**config.mk**
```make
export PLATFORM = sky130hd
export DESIGN_NAME = onewire_bus_master
export DESIGN_NICKNAME = d
export VERILOG_FILES = /design/src/hdl/owm_pkg.sv /design/src/hdl/owm_step.sv /design/src/hdl/onewire_bus_master.sv
export SDC_FILE = /design/constraint.sdc
export NUM_CORES = 1
export LEC_CHECK = 0
export BUFFER_PORTS_ARGS = -buffer_cell sky130_fd_sc_hd__buf_2
export CAP_MARGIN = 40
export CELL_PAD_IN_SITES_DETAIL_PLACEMENT = 1
export CELL_PAD_IN_SITES_GLOBAL_PLACEMENT = 2
export CORE_AREA = 2 2 144 104
export CTS_CLUSTER_SIZE = 8
export DETAILED_ROUTE_END_ITERATION = 8
export DIE_AREA = 0 0 146 106
export PLACE_DENSITY = 0.83
export SYNTH_ARGS = -nofsm -noshare
export SYNTH_HDL_FRONTEND = slang
export SYNTH_SLANG_ARGS = --single-unit
```
**constraint.sdc**
```tcl
create_clock -name clk -period 6.52 [get_ports clk]
set_input_delay 0.978 -clock clk [delete_from_list [all_inputs] [get_ports clk]]
set_output_delay 0.978 -clock clk [all_outputs]
set_load 0.01 [all_outputs]
```
**src/hdl/owm_pkg.sv**
```systemverilog
// ----------------------------------------------------------------------------
// owm_pkg
// Shared types, codes and constants of the one-wire bus master.
// ----------------------------------------------------------------------------
package owm_pkg;

  // Default width of the microsecond tick counter.
  localparam int OWM_COUNT_WIDTH = 10;

  // Fixed bus timing in ticks.
  localparam logic [9:0] RST_RELEASE_TICKS = 10'd15;
  localparam logic [9:0] WR_ONE_RELEASE    = 10'd58;
  localparam logic [9:0] WR_ZERO_RELEASE   = 10'd2;

  // Register values after reset.
  localparam logic [9:0] RESET_LOW_TICKS_RST    = 10'd750;
  localparam logic [7:0] PRESENCE_WAIT_MAX_RST  = 8'd100;
  localparam logic [7:0] PRESENCE_LOW_MAX_RST   = 8'd240;
  localparam logic [3:0] WRITE_ONE_LOW_RST      = 4'd8;
  localparam logic [6:0] WRITE_ZERO_LOW_RST     = 7'd70;
  localparam logic [3:0] READ_LOW_TICKS_RST     = 4'd10;
  localparam logic [6:0] READ_RECOVER_TICKS_RST = 7'd45;

  // Configuration register indexes.
  localparam logic [2:0] REG_RESET_LOW_TICKS    = 3'd0;
  localparam logic [2:0] REG_PRESENCE_WAIT_MAX  = 3'd1;
  localparam logic [2:0] REG_PRESENCE_LOW_MAX   = 3'd2;
  localparam logic [2:0] REG_WRITE_ONE_LOW      = 3'd3;
  localparam logic [2:0] REG_WRITE_ZERO_LOW     = 3'd4;
  localparam logic [2:0] REG_READ_LOW_TICKS     = 3'd5;
  localparam logic [2:0] REG_READ_RECOVER_TICKS = 3'd6;

  // Request kinds and command codes.
  localparam logic       REQ_TICK  = 1'b0;
  localparam logic       REQ_START = 1'b1;
  localparam logic [1:0] CMD_RESET = 2'd0;
  localparam logic [1:0] CMD_WRITE = 2'd1;
  localparam logic [1:0] CMD_READ  = 2'd2;

  typedef enum logic [3:0] {
    PH_IDLE      = 4'd0,
    PH_RST_LOW   = 4'd1,
    PH_RST_REL   = 4'd2,
    PH_PRES_WAIT = 4'd3,
    PH_PRES_LOW  = 4'd4,
    PH_WR_LOW    = 4'd5,
    PH_WR_REL    = 4'd6,
    PH_RD_LOW    = 4'd7,
    PH_RD_SAMPLE = 4'd8,
    PH_RD_REC    = 4'd9
  } owm_phase_t;

  typedef struct packed {
    logic       req_type;
    logic [1:0] command_code;
    logic [7:0] byte_to_send;
    logic       line_level;
  } owm_in_t;

  typedef struct packed {
    logic       drive_low;
    logic       busy_res;
    logic       done_res;
    logic [7:0] byte_received;
    logic       presence_fail;
  } owm_out_t;

  typedef struct packed {
    logic [9:0] reset_low_ticks;
    logic [7:0] presence_wait_max;
    logic [7:0] presence_low_max;
    logic [3:0] write_one_low;
    logic [6:0] write_zero_low;
    logic [3:0] read_low_ticks;
    logic [6:0] read_recover_ticks;
  } owm_cfg_t;

  // Sequencer state apart from the tick counter, whose width is a parameter.
  typedef struct packed {
    owm_phase_t phase;
    logic [2:0] bit_index;
    logic [7:0] shift_byte;
    logic       presence_flag;
    logic [7:0] last_read;
  } owm_state_t;

endpackage

```
**src/hdl/owm_step.sv**
```systemverilog
// ----------------------------------------------------------------------------
// owm_step
// Next-state and result logic of the bus sequencer for one word.
// ----------------------------------------------------------------------------
module owm_step #(
  parameter int COUNT_WIDTH = owm_pkg::OWM_COUNT_WIDTH
) (
  input  owm_pkg::owm_cfg_t   cfg,
  input  owm_pkg::owm_state_t st,
  input  logic [COUNT_WIDTH-1:0] tick_count,
  input  owm_pkg::owm_in_t    item,
  output owm_pkg::owm_state_t st_next,
  output logic [COUNT_WIDTH-1:0] tick_count_next,
  output owm_pkg::owm_out_t   result
);
  import owm_pkg::*;

  localparam int LW = (COUNT_WIDTH > 10) ? COUNT_WIDTH : 10;
  localparam logic [COUNT_WIDTH-1:0] CNT_MAX = {COUNT_WIDTH{1'b1}};

  logic [COUNT_WIDTH-1:0] cnt_inc;
  logic [9:0]             limit;
  logic                   reached;
  logic                   cur_bit;
  logic                   done;

  assign cur_bit = st.shift_byte[0];
  assign cnt_inc = (tick_count == CNT_MAX) ? tick_count : tick_count + COUNT_WIDTH'(1);

  // A limit beyond the counter range acts as the counter maximum.
  assign reached = (cnt_inc == CNT_MAX) || (LW'(cnt_inc) >= LW'(limit));

  always_comb begin
    unique case (st.phase)
      PH_RST_LOW:   limit = cfg.reset_low_ticks;
      PH_RST_REL:   limit = RST_RELEASE_TICKS;
      PH_PRES_WAIT: limit = 10'(cfg.presence_wait_max);
      PH_PRES_LOW:  limit = 10'(cfg.presence_low_max);
      PH_WR_LOW:    limit = cur_bit ? 10'(cfg.write_one_low) : 10'(cfg.write_zero_low);
      PH_WR_REL:    limit = cur_bit ? WR_ONE_RELEASE : WR_ZERO_RELEASE;
      PH_RD_LOW:    limit = 10'(cfg.read_low_ticks);
      PH_RD_REC:    limit = 10'(cfg.read_recover_ticks);
      default:      limit = '0;
    endcase
  end

  always_comb begin
    st_next         = st;
    tick_count_next = tick_count;
    done            = 1'b0;
    if (item.req_type == REQ_START) begin
      if (st.phase == PH_IDLE) begin
        unique case (item.command_code)
          CMD_RESET: begin
            st_next.bit_index = '0;
            st_next.phase     = PH_RST_LOW;
            tick_count_next   = '0;
          end
          CMD_WRITE: begin
            st_next.bit_index  = '0;
            st_next.shift_byte = item.byte_to_send;
            st_next.phase      = PH_WR_LOW;
            tick_count_next    = '0;
          end
          CMD_READ: begin
            st_next.bit_index  = '0;
            st_next.shift_byte = '0;
            st_next.phase      = PH_RD_LOW;
            tick_count_next    = '0;
          end
          default: begin
          end
        endcase
      end
    end else begin
      unique case (st.phase)
        PH_IDLE: begin
        end
        PH_RST_LOW: begin
          tick_count_next = reached ? '0 : cnt_inc;
          if (reached) st_next.phase = PH_RST_REL;
        end
        PH_RST_REL: begin
          tick_count_next = reached ? '0 : cnt_inc;
          if (reached) st_next.phase = PH_PRES_WAIT;
        end
        PH_PRES_WAIT: begin
          if (!item.line_level) begin
            st_next.phase   = PH_PRES_LOW;
            tick_count_next = '0;
          end else if (reached) begin
            st_next.presence_flag = 1'b1;
            st_next.phase         = PH_IDLE;
            tick_count_next       = '0;
            done                  = 1'b1;
          end else begin
            tick_count_next = cnt_inc;
          end
        end
        PH_PRES_LOW: begin
          if (item.line_level) begin
            st_next.presence_flag = 1'b0;
            st_next.phase         = PH_IDLE;
            tick_count_next       = '0;
            done                  = 1'b1;
          end else if (reached) begin
            st_next.presence_flag = 1'b1;
            st_next.phase         = PH_IDLE;
            tick_count_next       = '0;
            done                  = 1'b1;
          end else begin
            tick_count_next = cnt_inc;
          end
        end
        PH_WR_LOW: begin
          tick_count_next = reached ? '0 : cnt_inc;
          if (reached) st_next.phase = PH_WR_REL;
        end
        PH_WR_REL: begin
          tick_count_next = reached ? '0 : cnt_inc;
          if (reached) begin
            st_next.shift_byte = {1'b0, st.shift_byte[7:1]};
            if (st.bit_index == 3'd7) begin
              st_next.bit_index = '0;
              st_next.phase     = PH_IDLE;
              done              = 1'b1;
            end else begin
              st_next.bit_index = st.bit_index + 3'd1;
              st_next.phase     = PH_WR_LOW;
            end
          end
        end
        PH_RD_LOW: begin
          tick_count_next = reached ? '0 : cnt_inc;
          if (reached) st_next.phase = PH_RD_SAMPLE;
        end
        PH_RD_SAMPLE: begin
          st_next.shift_byte[st.bit_index] = st.shift_byte[st.bit_index] | item.line_level;
          st_next.phase   = PH_RD_REC;
          tick_count_next = '0;
        end
        PH_RD_REC: begin
          tick_count_next = reached ? '0 : cnt_inc;
          if (reached) begin
            if (st.bit_index == 3'd7) begin
              st_next.last_read = st.shift_byte;
              st_next.bit_index = '0;
              st_next.phase     = PH_IDLE;
              done              = 1'b1;
            end else begin
              st_next.bit_index = st.bit_index + 3'd1;
              st_next.phase     = PH_RD_LOW;
            end
          end
        end
        default: begin
          st_next.phase = PH_IDLE;
        end
      endcase
    end
  end

  always_comb begin
    result.drive_low     = (st_next.phase == PH_RST_LOW) || (st_next.phase == PH_WR_LOW) ||
                           (st_next.phase == PH_RD_LOW);
    result.busy_res      = (st_next.phase != PH_IDLE);
    result.done_res      = done;
    result.byte_received = st_next.last_read;
    result.presence_fail = st_next.presence_flag;
  end

endmodule

```
**src/hdl/onewire_bus_master.sv**
```systemverilog
// ----------------------------------------------------------------------------
// onewire_bus_master
// One-wire bus master sequencer stepped by microsecond tick words.
// ----------------------------------------------------------------------------
// Each input word is either a start command or one microsecond tick that
// carries the sampled bus level. The block takes one word per clock and
// returns exactly one result word for it the next cycle; the whole update
// of the sequencer state is a single pass of logic from the state registers
// to the output register. A new word is taken whenever the output register
// is empty or being read in the same cycle, so with the output side always
// ready the block runs at one word per clock indefinitely. The result shows
// the state after the word: whether the master pulls the line low, whether
// an operation is running, whether one just finished, the last byte read
// and the presence failure flag of the last bus reset. Configuration writes
// are taken in any cycle and should only be issued while the block is idle.
// ----------------------------------------------------------------------------
module onewire_bus_master #(
  parameter int COUNT_WIDTH = owm_pkg::OWM_COUNT_WIDTH
) (
  input  logic              clk,
  input  logic              rst,
  input  logic              in_valid,
  output logic              in_ready,
  input  owm_pkg::owm_in_t  in_data,
  output logic              out_valid,
  input  logic              out_ready,
  output owm_pkg::owm_out_t out_data,
  input  logic              cfg_valid,
  output logic              cfg_ready,
  input  logic [2:0]        cfg_index,
  input  logic [9:0]        cfg_data
);
  import owm_pkg::*;

  owm_cfg_t               cfg;
  owm_state_t             st;
  owm_state_t             st_next;
  logic [COUNT_WIDTH-1:0] tick_count;
  logic [COUNT_WIDTH-1:0] tick_count_next;
  owm_out_t               result;
  logic                   in_accept;

  // The output register is the only thing that can hold the input side back.
  assign in_ready  = !out_valid || out_ready;
  assign in_accept = in_valid && in_ready;
  assign cfg_ready = 1'b1;

  // Timing registers; an index beyond the list is ignored.
  always_ff @(posedge clk) begin
    if (rst) begin
      cfg.reset_low_ticks    <= RESET_LOW_TICKS_RST;
      cfg.presence_wait_max  <= PRESENCE_WAIT_MAX_RST;
      cfg.presence_low_max   <= PRESENCE_LOW_MAX_RST;
      cfg.write_one_low      <= WRITE_ONE_LOW_RST;
      cfg.write_zero_low     <= WRITE_ZERO_LOW_RST;
      cfg.read_low_ticks     <= READ_LOW_TICKS_RST;
      cfg.read_recover_ticks <= READ_RECOVER_TICKS_RST;
    end else if (cfg_valid) begin
      unique case (cfg_index)
        REG_RESET_LOW_TICKS:    cfg.reset_low_ticks    <= cfg_data;
        REG_PRESENCE_WAIT_MAX:  cfg.presence_wait_max  <= cfg_data[7:0];
        REG_PRESENCE_LOW_MAX:   cfg.presence_low_max   <= cfg_data[7:0];
        REG_WRITE_ONE_LOW:      cfg.write_one_low      <= cfg_data[3:0];
        REG_WRITE_ZERO_LOW:     cfg.write_zero_low     <= cfg_data[6:0];
        REG_READ_LOW_TICKS:     cfg.read_low_ticks     <= cfg_data[3:0];
        REG_READ_RECOVER_TICKS: cfg.read_recover_ticks <= cfg_data[6:0];
        default: begin
        end
      endcase
    end
  end

  owm_step #(
    .COUNT_WIDTH(COUNT_WIDTH)
  ) u_step (
    .cfg            (cfg),
    .st             (st),
    .tick_count     (tick_count),
    .item           (in_data),
    .st_next        (st_next),
    .tick_count_next(tick_count_next),
    .result         (result)
  );

  // Sequencer state advances only on an accepted word.
  always_ff @(posedge clk) begin
    if (rst) begin
      st.phase         <= PH_IDLE;
      st.bit_index     <= '0;
      st.shift_byte    <= '0;
      st.presence_flag <= 1'b0;
      st.last_read     <= '0;
      tick_count       <= '0;
    end else if (in_accept) begin
      st         <= st_next;
      tick_count <= tick_count_next;
    end
  end

  // Output register: loaded on every accepted word, emptied when read.
  always_ff @(posedge clk) begin
    if (rst) begin
      out_valid <= 1'b0;
    end else if (in_accept) begin
      out_valid <= 1'b1;
    end else if (out_ready) begin
      out_valid <= 1'b0;
    end
  end

  always_ff @(posedge clk) begin
    if (in_accept) begin
      out_data <= result;
    end
  end

endmodule

```
==> run_results.csv <==
group,metric,value,unit
critical_path,timing.rr.start,"st[23]",
clock_tree,clk_latency,0.36,ns
placement,globalplace.congestion,0.877,
drt,wire_per_inst,20.2,um
die,dieArea,0.0155,sq mm
die,coreArea,0.0143,sq mm
drt,ant_nets,0,
global_route,grt.total_usage,23.4,%
clock_tree,cts_root_buf,"clkbuf_16",
min_path,min_from,"cfg[24]",
drt,via_per_inst,5.91,
critical_path,critPathSlowestCell,"a2111oi_0",
sta,setup_viol,0,
critical_path,critPathKind,"reg2reg",
clock_tree,ctsHoldBuffers,0,
global_route,grt_pass1_wl,28600,um
placement,io_buffers,43,
yosys,netlist_instances,659,
yosys,synth_seq_area_share,36.6,%
clock_tree,cts_buffers,9,
drt,drtPass1Iterations,5,
yosys,synthesis.area,0.00552,sq mm
final_layout,drive_gt1_share,13.9,%
global_route,grt_pass1_vias,5172,
global_route,antenna_found_initial,0,
clock_tree,cts_tree,"built",
sta,finalCritPeriodShare,72.2,%
sta,tightest_slew,0.900,ns
critical_path,worstPathCellList,"buf_4 > inv_1 > nand2_1 > nor3_1 > a22o_1 > a21oi_1 > ha_1 > a2111oi_0 > o21ai_0 > o21ai_0 > or2_2 > and2_1 > o311ai_0 > a211oi_1",
yosys,synth_cell_types,66,
drt,vias,5204,
placement,hpwlAfterDp,12800,um
critical_path,rr_endpoint,"out_data[11]",
yosys,synth_nets,706,
critical_path,startpoint_type,"flip-flop",
sta,finalSetupTns,0,ns
critical_path,end_kind,"flip-flop",
drt,drc,0,
final_layout,nets,727,
clock_tree,cts_post_setup_buffers_inserted,0,
pwr,cellPowerDensity,244,mW/mm^2
critical_path,reg2reg_slack,1.81,ns
die,die_w,146,um
yosys,synth_edf_count,12,
yosys,synth_seq_cells,95,
die,fp-row-count,37,
sta,final.setup_skew,0.0102,ns
clock_tree,cts.sinks,95,
sta,setup_ws,1.81,ns
sta,fmax,213,MHz
sta,hold_viol_final,0,
critical_path,critPathMostFrequentCell,"o21ai_0",
drt,wirelength,17800,um
drt,drtIter0Drc,399,
flow_run,drv_cap,0,
sta,final_max_slew_viol_count,0,
die,die_y,106,um
clock_tree,cts_resized,0,
sta,relSlewSlack,40.0,%
critical_path,r2r.worst_path.cells,14,
clock_tree,cts.reportedPaths.clkPinSlew,0.07,ns
final_layout,diodes,0,
die,num_io_pins,45,
final_layout,area_growth,12.4,%
placement,place_inst,864,
global_route,grt_max_degree,84,
final_layout,stdcell_count,880,
yosys,synth-async-reset-ratio,0,%
pwr,p_leak,2.28,nW
min_path,hold_path_depth,2,
pwr,peakVddDrop,0.130,mV
clock_tree,htreeDepth,3,
outcome,status,"finished, final reports clean",
global_route,gr-total-overflow,0,
sta,finalCriticalPeriod,4.71,ns
min_path,hold_path_class,"reg2reg",
critical_path,max_stage_delay,0.57,ns
clock_tree,cts_buffer_depth,2,
sta,rsz0062_at_grt,"no",
placement,place_ws,1.85,ns
yosys,yosysWarningCount,0,
critical_path,critPathRequiredTime,6.69,ns
die,initial_core_util,38.7,%
yosys,ys.flop_type,"dfxtp_1",
yosys,syn_avg_cell_area,8.37,sq um
critical_path,worstPathMaxFanout,22,
min_path,hold-path-endpoint,"cfg[24]",
critical_path,worstPathArrival,4.88,ns
-- critical path, delay by kind of cell (launching register included) --
family	cells	cell delay, ns
AOI/OAI and AO/OA	7	1.77
DFF	1	0.30
and+or+nand+nor	4	1.58
adders and majority gates	1	0.30
buffers and inverters	2	0.55
-- metal layers --
| layer | global-route usage [%] | vias to the layer above | part of all wire [%] |
|---|---|---|---|
| li1 | - | 2460 | - |
| met1 | 35.1 | 2612 | 52 |
| met2 | 33.9 | 110 | 42 |
| met3 | 4.16 | 22 | 4.1 |
| met4 | 7.00 | 0 | 1.5 |
| met5 | 0 | - | 0 |
-- area by class of cell --
| type | count | area, sq um |
|---|---|---|
| well taps | 195 | 244 |
| repair buffers | 52 | 280 |
| inverters | 19 | 71.3 |
| multi-input cells | 503 | 3270 |
| fillers | 1757 | 8060 |
| flip-flops and latches | 95 | 2020 |
| clock inverters | 6 | 90.1 |
| clock buffers | 10 | 229 |
-- placed cells by master (no fill, tap or decap), drive strengths merged, types with 4 or more instances in the layout --
cell type / instances
a22oi: 19
a311oi: 7
nor2: 67
a32o: 4
nor3: 19
nand4: 5
nor2b: 19
a21oi: 48
ha: 17
inv: 23
a211oi: 10
mux2i: 27
o21a: 4
buf: 52
nand2: 79
o211ai: 6
a31oi: 11
and3: 8
nand2b: 11
o21ai: 22
a211o: 14
xnor2: 4
clkbuf: 10
o22ai: 6
nand3b: 14
and2: 6
edfxtp: 12
nand3: 18
mux2: 12
dfxtp: 83
-- cells in the mapped netlist, drive strengths merged (18+ instances only) --
cell type | number | share of area (%)
dfxtp | 83 | 30
nor2b | 19 | 2.2
nor3 | 19 | 1.9
inv | 19 | 1.3
nand2 | 79 | 5.4
nand3 | 18 | 1.6
mux2i | 27 | 4.9
o21ai | 22 | 2.0
a21oi | 48 | 4.4
a22oi | 19 | 2.6
nor2 | 67 | 4.6
clkbuf | 29 | 2.0
-- cell families (layout without fill, tap and decap cells) --
family                     Yosys count  count (layout)  share of synthesized area [%]
AOI/OAI and AO/OA                  181             181                           23.2
xor gates and xnor gates             4               4                          0.635
adders and majority gates           17              17                           3.85
buffers and inverters               61              87                           4.33
DFF                                 95              95                           36.6
muxes                               41              41                           8.16
other                                1               1                         0.0680
and+or+nand+nor                    259             259                           23.1
-- state kept, by name, indices dropped and copies added (netlist names) --
name        cells
cfg            48
st             24
out_data       12
tick_count     10
out_valid       1
-- through the flow --
| stage | util [%] | instance area (sq um) | total power [mW] | hold WS, ns |
|---|---|---|---|---|
| 6_report | 43.5 | 6200 | 1.51 | 0.462 |
| 2_1_floorplan | - | 5520 | 0.840 | 0.430 |
| 3_5_place_dp | 41.3 | 5880 | 0.936 | 0.454 |
| 4_1_cts | 43.5 | 6200 | 1.52 | 0.463 |
| 3_3_place_gp | 41.2 | 5870 | 0.923 | 0.444 |
| 5_1_grt | 43.5 | 6200 | 1.58 | 0.484 |
-- report_power, final --
part / switching, mW / internal (mW) / leakage, nW / total, mW
Sequential: 0.0189 / 0.615 / 0.794 / 0.634
Clock: 0.243 / 0.340 / 0.158 / 0.583
Combinational: 0.194 / 0.101 / 1.32 / 0.295
Total: 0.457 / 1.06 / 2.28 / 1.51
-- worst max-delay path by stage --
stage	from	to	cells after the start
final	st[23]	out_data[11]	14
after detailed placement	st[23]	out_data[11]	14
after CTS	st[23]	out_data[11]	14
after global placement	st[23]	out_data[2]	14
after floorplan	st[20]	out_data[1]	17
after global routing	st[23]	out_data[11]	14
(Power assumes the default switching activity.)
